### src/rtl/core/ira_pkg.sv
package ira_pkg;

	localparam int PIX_W  = 24;
	localparam int ADDR_W = 24;
	localparam int SIZE_W = 13;
	localparam int IDX_W  = 2;

	// configuration register indexes
	localparam logic [IDX_W-1:0] REG_IMAGE_WIDTH   = 2'd0;
	localparam logic [IDX_W-1:0] REG_IMAGE_HEIGHT  = 2'd1;
	localparam logic [IDX_W-1:0] REG_ROTATION_MODE = 2'd2;

	typedef enum logic [1:0] {
		MODE_COPY   = 2'd0,
		MODE_ROT90  = 2'd1,
		MODE_ROT180 = 2'd2,
		MODE_ROT270 = 2'd3
	} ira_mode_t;

	// one classified request: dest_address = mul_a * mul_b + add_c (mod 2^24)
	typedef struct packed {
		logic [PIX_W-1:0]  pixel;
		logic [ADDR_W-1:0] mul_a;
		logic [ADDR_W-1:0] mul_b;
		logic [ADDR_W-1:0] add_c;
		logic              last;
	} ira_op_t;

endpackage

### src/rtl/core/ira_front.sv
module ira_front
	import ira_pkg::*;
#(
	parameter int MAX_SIDE = 4096
) (
	input  logic              clk,
	input  logic              arst_n,
	input  logic              accept,
	input  logic [PIX_W-1:0]  pixel_in,
	input  logic [SIZE_W-1:0] image_width,
	input  logic [SIZE_W-1:0] image_height,
	input  ira_mode_t         rotation_mode,
	output ira_op_t           op
);

	localparam int CW  = $clog2(MAX_SIDE);
	localparam int SDW = CW + 1;

	logic [CW-1:0]     row_q;
	logic [CW-1:0]     col_q;
	logic [SDW-1:0]    w_eff;
	logic [SDW-1:0]    h_eff;
	logic              last_col;
	logic              last_row;
	logic [ADDR_W-1:0] i24;
	logic [ADDR_W-1:0] j24;
	logic [ADDR_W-1:0] w24;
	logic [ADDR_W-1:0] h24;
	logic [ADDR_W-1:0] h_rem;
	logic [ADDR_W-1:0] w_rem;

	function automatic logic [SDW-1:0] clamp_side(input logic [SIZE_W-1:0] v);
		logic [SDW-1:0] r;
		if (v == '0) begin
			r = SDW'(1);
		end else if (32'(v) > 32'(MAX_SIDE)) begin
			r = SDW'(MAX_SIDE);
		end else begin
			r = SDW'(v);
		end
		return r;
	endfunction

	assign w_eff = clamp_side(image_width);
	assign h_eff = clamp_side(image_height);

	assign last_col = SDW'(col_q) >= (w_eff - SDW'(1));
	assign last_row = SDW'(row_q) >= (h_eff - SDW'(1));

	assign i24   = ADDR_W'(row_q);
	assign j24   = ADDR_W'(col_q);
	assign w24   = ADDR_W'(w_eff);
	assign h24   = ADDR_W'(h_eff);
	assign h_rem = h24 - ADDR_W'(1) - i24;
	assign w_rem = w24 - ADDR_W'(1) - j24;

	// 180 degrees: W*H-1-i*W-j rewritten as (H-1-i)*W + (W-1-j)
	always_comb begin
		op.pixel = pixel_in;
		op.last  = last_col && last_row;
		unique case (rotation_mode)
			MODE_COPY: begin
				op.mul_a = i24;
				op.mul_b = w24;
				op.add_c = j24;
			end
			MODE_ROT90: begin
				op.mul_a = j24;
				op.mul_b = h24;
				op.add_c = h_rem;
			end
			MODE_ROT180: begin
				op.mul_a = h_rem;
				op.mul_b = w24;
				op.add_c = w_rem;
			end
			MODE_ROT270: begin
				op.mul_a = w_rem;
				op.mul_b = h24;
				op.add_c = i24;
			end
			default: begin
				op.mul_a = i24;
				op.mul_b = w24;
				op.add_c = j24;
			end
		endcase
	end

	always_ff @(posedge clk or negedge arst_n) begin
		if (!arst_n) begin
			row_q <= '0;
			col_q <= '0;
		end else if (accept) begin
			if (last_col) begin
				col_q <= '0;
				row_q <= last_row ? '0 : row_q + CW'(1);
			end else begin
				col_q <= col_q + CW'(1);
			end
		end
	end

	a_frame_wrap: assert property (@(posedge clk) disable iff (!arst_n)
		accept && op.last |=> row_q == '0 && col_q == '0)
		else $error("counters did not wrap after frame end");

endmodule

### src/rtl/core/ira_queue.sv
module ira_queue
	import ira_pkg::*;
#(
	parameter int DEPTH = 4
) (
	input  logic    clk,
	input  logic    arst_n,
	input  logic    wr,
	input  ira_op_t wr_data,
	output logic    full,
	input  logic    rd,
	output ira_op_t rd_data,
	output logic    empty
);

	localparam int PW = $clog2(DEPTH);
	localparam int NW = $clog2(DEPTH + 1);

	ira_op_t       mem_q [DEPTH];
	logic [PW-1:0] wr_ptr_q;
	logic [PW-1:0] rd_ptr_q;
	logic [NW-1:0] count_q;

	function automatic logic [PW-1:0] ptr_next(input logic [PW-1:0] p);
		return (p == PW'(DEPTH - 1)) ? '0 : p + PW'(1);
	endfunction

	assign full    = count_q == NW'(DEPTH);
	assign empty   = count_q == '0;
	assign rd_data = mem_q[rd_ptr_q];

	always_ff @(posedge clk) begin
		if (wr) begin
			mem_q[wr_ptr_q] <= wr_data;
		end
	end

	always_ff @(posedge clk or negedge arst_n) begin
		if (!arst_n) begin
			wr_ptr_q <= '0;
			rd_ptr_q <= '0;
			count_q  <= '0;
		end else begin
			if (wr) begin
				wr_ptr_q <= ptr_next(wr_ptr_q);
			end
			if (rd) begin
				rd_ptr_q <= ptr_next(rd_ptr_q);
			end
			if (wr && !rd) begin
				count_q <= count_q + NW'(1);
			end else if (rd && !wr) begin
				count_q <= count_q - NW'(1);
			end
		end
	end

	a_count_bound: assert property (@(posedge clk) disable iff (!arst_n)
		count_q <= NW'(DEPTH))
		else $error("queue count beyond depth");

	a_no_underflow: assert property (@(posedge clk) disable iff (!arst_n)
		rd |-> !empty)
		else $error("queue read while empty");

endmodule

### src/rtl/core/ira_back.sv
module ira_back
	import ira_pkg::*;
(
	input  logic              clk,
	input  logic              arst_n,
	input  logic              q_empty,
	input  ira_op_t           q_data,
	output logic              q_pop,
	input  logic              pop,
	output logic              empty,
	output logic [PIX_W-1:0]  pixel_out,
	output logic [ADDR_W-1:0] dest_address,
	output logic              frame_end
);

	logic              v_s1;
	logic [ADDR_W-1:0] prod_s1;
	logic [ADDR_W-1:0] add_c_s1;
	logic [PIX_W-1:0]  pixel_s1;
	logic              last_s1;
	logic              v_s2;
	logic [ADDR_W-1:0] addr_s2;
	logic [PIX_W-1:0]  pixel_s2;
	logic              last_s2;
	logic              out_take;
	logic              adv2;
	logic              adv1;

	assign out_take = pop && v_s2;
	assign adv2     = v_s1 && (!v_s2 || out_take);
	assign adv1     = !q_empty && (!v_s1 || adv2);
	assign q_pop    = adv1;

	// stage 1: multiply, low 24 bits kept
	always_ff @(posedge clk) begin
		if (adv1) begin
			prod_s1  <= ADDR_W'(q_data.mul_a * q_data.mul_b);
			add_c_s1 <= q_data.add_c;
			pixel_s1 <= q_data.pixel;
			last_s1  <= q_data.last;
		end
	end

	// stage 2: add, output register
	always_ff @(posedge clk) begin
		if (adv2) begin
			addr_s2  <= prod_s1 + add_c_s1;
			pixel_s2 <= pixel_s1;
			last_s2  <= last_s1;
		end
	end

	always_ff @(posedge clk or negedge arst_n) begin
		if (!arst_n) begin
			v_s1 <= 1'b0;
			v_s2 <= 1'b0;
		end else begin
			if (adv1) begin
				v_s1 <= 1'b1;
			end else if (adv2) begin
				v_s1 <= 1'b0;
			end
			if (adv2) begin
				v_s2 <= 1'b1;
			end else if (out_take) begin
				v_s2 <= 1'b0;
			end
		end
	end

	assign empty        = !v_s2;
	assign pixel_out    = pixel_s2;
	assign dest_address = addr_s2;
	assign frame_end    = last_s2;

	a_s1_kept: assert property (@(posedge clk) disable iff (!arst_n)
		v_s1 && !adv2 |=> v_s1)
		else $error("stage 1 request dropped");

endmodule

### src/rtl/core/image_rotate_address_generator.sv
// Channel   | Handshake                    | Payload
// ----------+------------------------------+--------------------------------------
// input     | push / full                  | pixel_in[23:0]
// result    | pop / empty                  | pixel_out, dest_address, frame_end
// config    | cfg_valid / cfg_ready (=1)   | cfg_index[1:0], cfg_data[12:0]
//
// One pixel per clock sustained while the result side pops every clock; each request yields one result.
// A request is written into the queue on the accepting edge, then passes the multiply stage and
// then the add stage, whose output register drives the result ports.
// Reset clears the row/column counters, queue and valid flags; width/height reset to 1, mode to 0.
// A stalled result side fills the output pipeline and then the request queue; full rises only
// when the queue holds QUEUE_DEPTH requests, so the input side keeps going through short stalls.
module image_rotate_address_generator
	import ira_pkg::*;
#(
	parameter int MAX_SIDE    = 4096,
	parameter int QUEUE_DEPTH = 4
) (
	input  logic              clk,
	input  logic              arst_n,
	// input side
	input  logic              push,
	output logic              full,
	input  logic [PIX_W-1:0]  pixel_in,
	// result side
	output logic              empty,
	input  logic              pop,
	output logic [PIX_W-1:0]  pixel_out,
	output logic [ADDR_W-1:0] dest_address,
	output logic              frame_end,
	// configuration writes
	input  logic              cfg_valid,
	output logic              cfg_ready,
	input  logic [IDX_W-1:0]  cfg_index,
	input  logic [SIZE_W-1:0] cfg_data
);

	logic [SIZE_W-1:0] image_width_q;
	logic [SIZE_W-1:0] image_height_q;
	ira_mode_t         rotation_mode_q;
	logic              accept;
	logic              cfg_wr;
	ira_op_t           front_op;
	ira_op_t           q_data;
	logic              q_empty;
	logic              q_pop;

	assign cfg_ready = 1'b1;
	assign cfg_wr    = cfg_valid && cfg_ready;
	assign accept    = push && !full;

	// register file; writes to an unused index are dropped
	always_ff @(posedge clk or negedge arst_n) begin
		if (!arst_n) begin
			image_width_q   <= SIZE_W'(1);
			image_height_q  <= SIZE_W'(1);
			rotation_mode_q <= MODE_COPY;
		end else if (cfg_wr) begin
			unique case (cfg_index)
				REG_IMAGE_WIDTH:   image_width_q   <= cfg_data;
				REG_IMAGE_HEIGHT:  image_height_q  <= cfg_data;
				REG_ROTATION_MODE: rotation_mode_q <= ira_mode_t'(cfg_data[1:0]);
				default: ;
			endcase
		end
	end

	// front: raster counters, clamp, per-mode operand selection
	ira_front #(
		.MAX_SIDE(MAX_SIDE)
	) u_front (
		.clk           (clk),
		.arst_n        (arst_n),
		.accept        (accept),
		.pixel_in      (pixel_in),
		.image_width   (image_width_q),
		.image_height  (image_height_q),
		.rotation_mode (rotation_mode_q),
		.op            (front_op)
	);

	// decouples counter front from the multiply/add back end
	ira_queue #(
		.DEPTH(QUEUE_DEPTH)
	) u_queue (
		.clk     (clk),
		.arst_n  (arst_n),
		.wr      (accept),
		.wr_data (front_op),
		.full    (full),
		.rd      (q_pop),
		.rd_data (q_data),
		.empty   (q_empty)
	);

	// back: multiply, add, output register
	ira_back u_back (
		.clk          (clk),
		.arst_n       (arst_n),
		.q_empty      (q_empty),
		.q_data       (q_data),
		.q_pop        (q_pop),
		.pop          (pop),
		.empty        (empty),
		.pixel_out    (pixel_out),
		.dest_address (dest_address),
		.frame_end    (frame_end)
	);

endmodule

### config.mk
export PLATFORM = sky130hd
export DESIGN_NAME = image_rotate_address_generator
export DESIGN_NICKNAME = d
export VERILOG_FILES = /design/src/rtl/core/ira_pkg.sv /design/src/rtl/core/ira_front.sv /design/src/rtl/core/ira_queue.sv /design/src/rtl/core/ira_back.sv /design/src/rtl/core/image_rotate_address_generator.sv
export SDC_FILE = /design/constraint.sdc
export NUM_CORES = 1
export LEC_CHECK = 0
export BUFFER_PORTS_ARGS = -buffer_cell sky130_fd_sc_hd__buf_2
export CAP_MARGIN = 5
export CORE_MARGIN = 4
export CORE_UTILIZATION = 58
export CTS_CLUSTER_SIZE = 12
export DETAILED_ROUTE_END_ITERATION = 10
export PLACE_DENSITY = 0.78
export SLEW_MARGIN = 10
export SYNTH_ARGS = -nofsm -noshare
export SYNTH_HDL_FRONTEND = slang
export SYNTH_SLANG_ARGS = --single-unit
### constraint.sdc
create_clock -name clk -period 7.6 [get_ports clk]
set_input_delay 1.14 -clock clk [delete_from_list [all_inputs] [get_ports clk]]
set_output_delay 1.14 -clock clk [all_outputs]
set_load 0.01 [all_outputs]
==> results of run 1 <==
## Yosys cell counts, types with 31 or more instances
library cell | n | area [sq um]
a21oi_1 | 47 | 235.2
inv_1 | 306 | 1149
xnor2_1 | 76 | 665.6
clkbuf_1 | 50 | 187.7
nand2_1 | 165 | 619.3
mux2_2 | 49 | 551.8
a21o_1 | 31 | 232.7
edfxtp_1 | 466 | 13990
and2_1 | 52 | 325.3
mux4_2 | 89 | 2004
dfrtp_1 | 59 | 1476
o21ai_0 | 83 | 415.4
nor2_1 | 170 | 638.1
ha_1 | 168 | 2102
fa_1 | 170 | 3403
nand2b_1 | 35 | 219.0
## worst max-delay path by stage
stage,slack (ps),endpoint
after floorplan,10,u_back.prod_s1[22]
after global placement,220,u_back.prod_s1[22]
after detailed placement,40,u_back.prod_s1[22]
after CTS,70,u_back.prod_s1[22]
after global routing,-20,u_back.prod_s1[22]
final,320,u_back.prod_s1[22]
## layout by cell type, fill, tap and decap left out, types with 46 or more instances in the layout
cell type / count
a21oi_1: 46
and2_1: 47
buf_2: 94
clkbuf_16: 53
dfrtp_1: 56
edfxtp_1: 466
fa_1: 170
ha_1: 168
inv_1: 306
mux2_2: 49
mux4_2: 89
nand2_1: 165
nor2_1: 170
o21ai_0: 80
xnor2_1: 76
## worst max-delay path, stage by stage (launching register included)
cell and delay (ps):
dfrtp_4 530, buf_4 240, mux4_2 670, and2_1 230, fa_1 540, inv_1 60
fa_1 490, fa_1 530, fa_1 530, inv_1 50, ha_1 280, fa_1 480
inv_1 50, fa_1 480, inv_1 40, ha_1 340, a21o_1 190, a21oi_1 160
or4b_2 600, a31oi_1 260, o21ai_0 150, xor2_1 150
## per-layer routing
layer / wire length, microns / part of all wire [%] / global-route usage, %
met1: 27480 / 42 / 32.39
met2: 32390 / 49 / 39.33
met3: 4422 / 6.7 / 3.330
met4: 1846 / 2.8 / 6.936
met5: 0 / 0 / 0
## per-stage QoR
stage	instances	instance area, sq um
detailed placement	3066	31860
global route	3174	33590
CTS	3164	33480
floorplan	2326	30480
finish	3174	33590
global placement	3066	31860
## final cells by class
type,instances,share of cell area [%]
inverter,306,3.420
clock inverter,13,0.4507
clock buffer,85,4.366
antenna,1,0.007450
multi-input combinational,1422,40.35
sequential,527,46.24
tap,680,2.533
timing repair buffer,140,2.634
## state kept, by name (all words and copies together) (netlist names)
signal               cells
image_height_q          13
image_width_q           13
rotation_mode_q          2
u_back.add_c_s1         24
u_back.dest_address     24
u_back.frame_end         1
u_back.last_s1           1
u_back.pixel_out        24
u_back.pixel_s1         24
u_back.prod_s1          24
u_back.v_s1              1
u_back.v_s2              1
u_front.col_q           12
u_front.row_q           12
u_queue.count_q          3
u_queue.mem_q          344
u_queue.rd_ptr_q         2
u_queue.wr_ptr_q         2
## logic make-up after synthesis
group / after synthesis / synth area share [%]
XOR/XNOR: 99 / 2.847
adder cells (fa/ha/maj): 338 / 18.08
AND/OR/NAND/NOR: 548 / 8.476
AO/OA/AOI/OAI: 277 / 5.798
buffers and inverters: 377 / 4.729
other: 1 / 0.01231
flip-flops: 527 / 50.97
multiplexers: 159 / 9.085
## what timing repair did
| action | CTS | global route |
|---|---|---|
| resized for setup | 0 | 9 |
| endpoints found under the hold margin | 0 | 0 |
| endpoints found under the setup margin | 0 | 2 |
| buffers inserted | 0 | 9 |
==> metrics.md, run 1 <==
| Metric | Value |
|---|---|
| Status | `finished, final reports clean` |
| Die W | `237.1 microns` |
| Tmin final | `7280 ps` |
| Reg clk slew, reported paths | `60 ps` |
| Max-cap violation count | `0` |
| Vias in the first global route | `19.35k` |
| Starting density of the core | `59.00%` |
| IO buf count | `94` |
| Total area of sequential cells | `15530 sq um` |
| Register bit total from synthesis | `527` |
| Min-delay src | `u_back.pixel_s1[21]` |
| GRT overflow | `0` |
| Number of synthesized flops with an enable pin | `466` |
| Final hold vios | `0` |
| GPL Wtd Cong | `0.9417` |
| GRT Util Overall | `23.42%` |
| Final Cycle Share | `95.79%` |
| Final net count | `2832` |
| TritonCTS Buffers | `53` |
| Worst setup EP type | `flip-flop` |
| DP Worst Slack | `41.91 ps` |
| Residual DRC count | `0` |
| Final WL | `66130 microns` |
| Worst-Skew Late Latency | `620 ps` |
| Cells after synthesis | `2326` |
| Reg2reg path depth | `21` |
| Worst EP required | `7960 ps` |
| Worst slew pin tran | `1064 ps` |
| Clk root buf | `clkbuf_16` |
| Core Area | `51610 sq um` |
| Sequential share of the synthesized area | `50.97%` |
| Synthesized area | `30450 sq um` |
| Hold Slack | `418.0 ps` |
| CP startpoint | `u_queue.rd_ptr_q[0]` |
| Crit path DAT | `7640 ps` |
| R2R setup slack | `320 ps` |
| Reg2reg end | `u_back.prod_s1[22]` |
| Critical path class | `reg -> reg` |
| H-tree Lvls | `2` |
| Setup Skew | `42.70 ps` |
| Max clock buf depth | `3` |
| Drt first pass iters | `6` |
| Antenna Nets Post-Route | `0` |
| Initial drt markers | `1589` |
| Max Slew Vio Count | `0` |
| Util after Layout | `65.08%` |
| Post-route setup TNS | `0 ps` |
| Critical Path Start Type | `flip-flop` |
| Initial antenna violation count | `1` |
| Mapped Avg Cell Area | `13.09 sq um` |
| IO Count | `96` |
| HP Class | `reg -> reg` |
| R2R Path Start | `u_queue.rd_ptr_q[0]` |
| Hpwl dp | `47380 microns` |
| Async S/R FF share, synth | `11.57%` |
| Via count | `18.62k` |
| Synth Warn # | `0` |
| Final worst slack | `320.1 ps` |
| FMAX | `137.4 MHz` |
| DIE AREA | `56230 sq um` |
| Fraction of layout cells with a size suffix above 1 | `14.96%` |
| CTS Hold Bufs | `0` |
| DR WL/cell | `20.84 microns` |
| Worst-path fanout max | `11` |
| CTS tree | `done` |
| Multi-input logic area | `13550 sq um` |
| Die Ht | `237.1 microns` |
| CTS Sinks | `527` |
| Area delta synth->final | `10.30%` |
| Setup violators final | `0` |
| Synth unique cells | `67` |
| Row count | `83` |
| First-pass GRT wire length | `104600 microns` |
| Hold Path End | `u_back.pixel_out[21]` |
| Largest net degree at the start of global routing | `66` |
| Syn Nets | `2708` |
| Via-to-Cell Ratio | `5.865` |
| Worst hold stages | `0` |
| Top_reg_cell synth | `edfxtp_1` |
| FILL cells | `3634` |
| Max transition margin | `28.78%` |
Power of run 1 is not shown: default switching activity piles up to over one toggle a cycle in this logic, so the estimate is an artifact.
==> run 2: changes to the inputs <==
--- a/config.mk
+++ b/config.mk
@@ -8,10 +8,11 @@
 export BUFFER_PORTS_ARGS = -buffer_cell sky130_fd_sc_hd__buf_2
 export CAP_MARGIN = 5
 export CORE_MARGIN = 4
-export CORE_UTILIZATION = 58
+export CORE_UTILIZATION = 61
 export CTS_CLUSTER_SIZE = 12
 export DETAILED_ROUTE_END_ITERATION = 10
 export PLACE_DENSITY = 0.78
+export SETUP_SLACK_MARGIN = 0.15
 export SLEW_MARGIN = 10
 export SYNTH_ARGS = -nofsm -noshare
 export SYNTH_HDL_FRONTEND = slang
==> constraint.sdc (replaced) <==
create_clock -name clk -period 7.3 [get_ports clk]
set_input_delay 1.095 -clock clk [delete_from_list [all_inputs] [get_ports clk]]
set_output_delay 1.095 -clock clk [all_outputs]
set_load 0.01 [all_outputs]
==> metrics.md, run 2 (same netlist as run 1, synthesis figures left out) <==
| Metric | Value |
|---|---|
| CTS Sinks | `527 (unchanged)` |
| Most used cell, CP | `fa_1` |
| TritonCTS Buffers | `54 (+1.9%)` |
| GRT Util Overall | `25.08% (+1.7 points)` |
| Critical Path Start Type | `flip-flop` |
| Core Area | `49150 sq um (-4.8%)` |
| IO buf count | `94 (unchanged)` |
| Die W | `231.4 microns (-2.4%)` |
| HP Class | `reg -> reg` |
| Max clock buf depth | `3 (unchanged)` |
| Initial drt markers | `1496 (-5.9%)` |
| M2 GR Usage | `43.02% (+3.7 points)` |
| Tmin final | `6905 ps (-374.5 ps)` |
| Vias in the first global route | `19.27k (-0.41%)` |
| CTS Hold Bufs | `0 (unchanged)` |
| Starting density of the core | `61.95% (+3.0 points)` |
| Final WL | `66470 microns (+0.50%)` |
| Final Cycle Share | `94.60% (-1.2 points)` |
| CTS tree | `done` |
| IO Count | `96 (unchanged)` |
| R2R Path Start | `u_queue.rd_ptr_q[1]` |
| Placed Cells | `3075 (+0.29%)` |
| Clk root buf | `clkbuf_16` |
| Max transition margin | `22.23% (-6.6 points)` |
| Commonest non-fill, non-tap cells in the layout | `edfxtp_1 (466), inv_1 (305), nor2_1 (169), fa_1 (169), ha_1 (167)` |
| Crit path DAT | `7260 ps (-380 ps)` |
| FILL cells | `3217 (-11%)` |
| Worst-path fanout max | `6 (-5)` |
| Min-delay src | `u_back.pixel_s1[15]` |
| Reg clk slew, reported paths | `60 ps (about the same)` |
| Die Ht | `231.4 microns (-2.4%)` |
| Top reg by flops | `u_queue.mem_q` |
| Area post-placement | `32030 sq um (+0.53%)` |
| Most common cell after layout, fill and taps aside | `edfxtp_1` |
| Max FFs per register | `344 (unchanged)` |
| Hold Slack | `379.9 ps (-38.06 ps)` |
| Status | `finished, final reports clean` |
| Hpwl dp | `47240 microns (-0.29%)` |
| Crit-path slowest cell | `fa_1` |
| Setup violators final | `0 (unchanged)` |
| Post-Layout Cell Count | `3206 (+1.0%)` |
| CP cell instances | `buf_4 -> mux2_2 -> o21ai_4 -> clkdlybuf4s15_2 -> nor2_1 -> fa_1 -> fa_1 -> inv_1 -> fa_1 -> fa_1 -> inv_1 -> ha_1 -> fa_1 -> inv_1 -> fa_1 -> inv_1 -> ha_1 -> and3_1 -> a21oi_1 -> o21ai_2 -> or4b_4 -> a31oi_4 -> o21ai_1 -> xor2_1` |
| RSZ-0062 raised after global routing | `no` |
| Max-cap violation count | `0 (unchanged)` |
| Initial antenna violation count | `0 (-1)` |
| Post-route setup TNS | `0 ps (unchanged)` |
| Area delta synth->final | `11.73%` |
| Setup Skew | `49.47 ps (+6.772 ps)` |
| GPL Wtd Cong | `0.9316 (-1.1%)` |
| Final net count | `2882 (+1.8%)` |
| H-tree Lvls | `2 (unchanged)` |
| DR WL/cell | `20.73 microns (-0.50%)` |
| R2R setup slack | `390 ps (+70 ps)` |
| Most used routing layer | `met2` |
| Fraction of layout cells with a size suffix above 1 | `17.15% (+2.2 points)` |
| Reg2reg path depth | `24 (+14%)` |
| DIE AREA | `53560 sq um (-4.8%)` |
| FMAX | `144.8 MHz (+5.4%)` |
| Residual DRC count | `0 (unchanged)` |
| Antenna Nets Post-Route | `0 (unchanged)` |
| Reg2reg end | `u_back.prod_s1[22]` |
| Final hold vios | `0 (unchanged)` |
| Delay-heaviest family, CP | `adder cells` |
| Crit-path max cell delay | `560 ps (-110 ps)` |
| Worst-Skew Late Latency | `630 ps (about the same)` |
| Drt first pass iters | `6 (unchanged)` |
| Via count | `18.73k (+0.61%)` |
| Largest net degree at the start of global routing | `71 (+7.6%)` |
| First-pass GRT wire length | `105400 microns (+0.81%)` |
| M1 GR Usage | `34.46% (+2.1 points)` |
| Buf/Inv on CP | `6 (+1)` |
| Critical path class | `reg -> reg` |
| Hold Path End | `u_back.pixel_out[15]` |
| Worst EP required | `7660 ps (-300 ps)` |
| Max Slew Vio Count | `0 (unchanged)` |
| Row count | `81 (-2.4%)` |
| GR Util met3 | `3.515% (+0.19 points)` |
| Design area | `34020 sq um (+1.3%)` |
| Worst setup EP type | `flip-flop` |
| Worst hold stages | `0 (unchanged)` |
| Worst slew pin tran | `1167 ps (+102.9 ps)` |
| Via-to-Cell Ratio | `5.842 (-0.40%)` |
| GRT overflow | `0 (unchanged)` |
| ANT cells | `0 (-1)` |
-- run 2: cell count changes in the layout (fill, tap and decap cells not counted), sizes merged --
| cell | change |
|---|---|
| buf | +48 |
| clkinv | +4 |
| clkbuf | -3 |
| clkdlybuf4s15 | +1 |
| diode | -1 |
| inv | -1 |
-- run 2: how the worst max path moves through the flow --
stage                               endpoint  depth (start not counted)                start  slack, ps
after detailed placement  u_back.prod_s1[22]                         24  u_queue.rd_ptr_q[1]        -40
after global placement    u_back.prod_s1[22]                         23  u_queue.rd_ptr_q[1]        140
after CTS                 u_back.prod_s1[22]                         20  u_queue.rd_ptr_q[0]        210
final                     u_back.prod_s1[22]                         24  u_queue.rd_ptr_q[1]        390
after global routing      u_back.prod_s1[23]                         29  u_queue.rd_ptr_q[1]        140
after floorplan           u_back.prod_s1[22]                         26  u_queue.rd_ptr_q[0]        160
-- run 2: what timing repair did --
action                     CTS  global route
gates cloned                 0             1
setup buffers                5            27
gates resized for setup      1            28
setup endpoints to repair    3             3
pin swaps                    0             8
-- run 2: metal layers --
metal  part of all wire, %  vias up
li1                      -     8491
met1                    41     9435
met2                    50      690
met3                   6.3      113
met4                   2.3        0
met5                     0        -
-- run 2: layout make-up --
type | instances | area [sq um] | share of cell area, %
Sequential cell | 527 | 15530 | 45.65
Multi-Input combinational cell | 1422 | 13640 | 40.08
Clock buffer | 82 | 1456 | 4.281
Timing Repair Buffer | 189 | 1252 | 3.681
Inverter | 306 | 1151 | 3.383
Tap cell | 664 | 830.8 | 2.442
Clock inverter | 16 | 163.9 | 0.4818
-- run 2: stage by stage --
step / setup slack [ps] / util [%]
finish: 394.5 / 69.22
CTS: 206.8 / 68.58
floorplan: 156.0 / -
global route: 144.8 / 69.22
global placement: 137.5 / 65.16
detailed placement: -43.24 / 65.16
Power of run 2 is left out for the same reason.
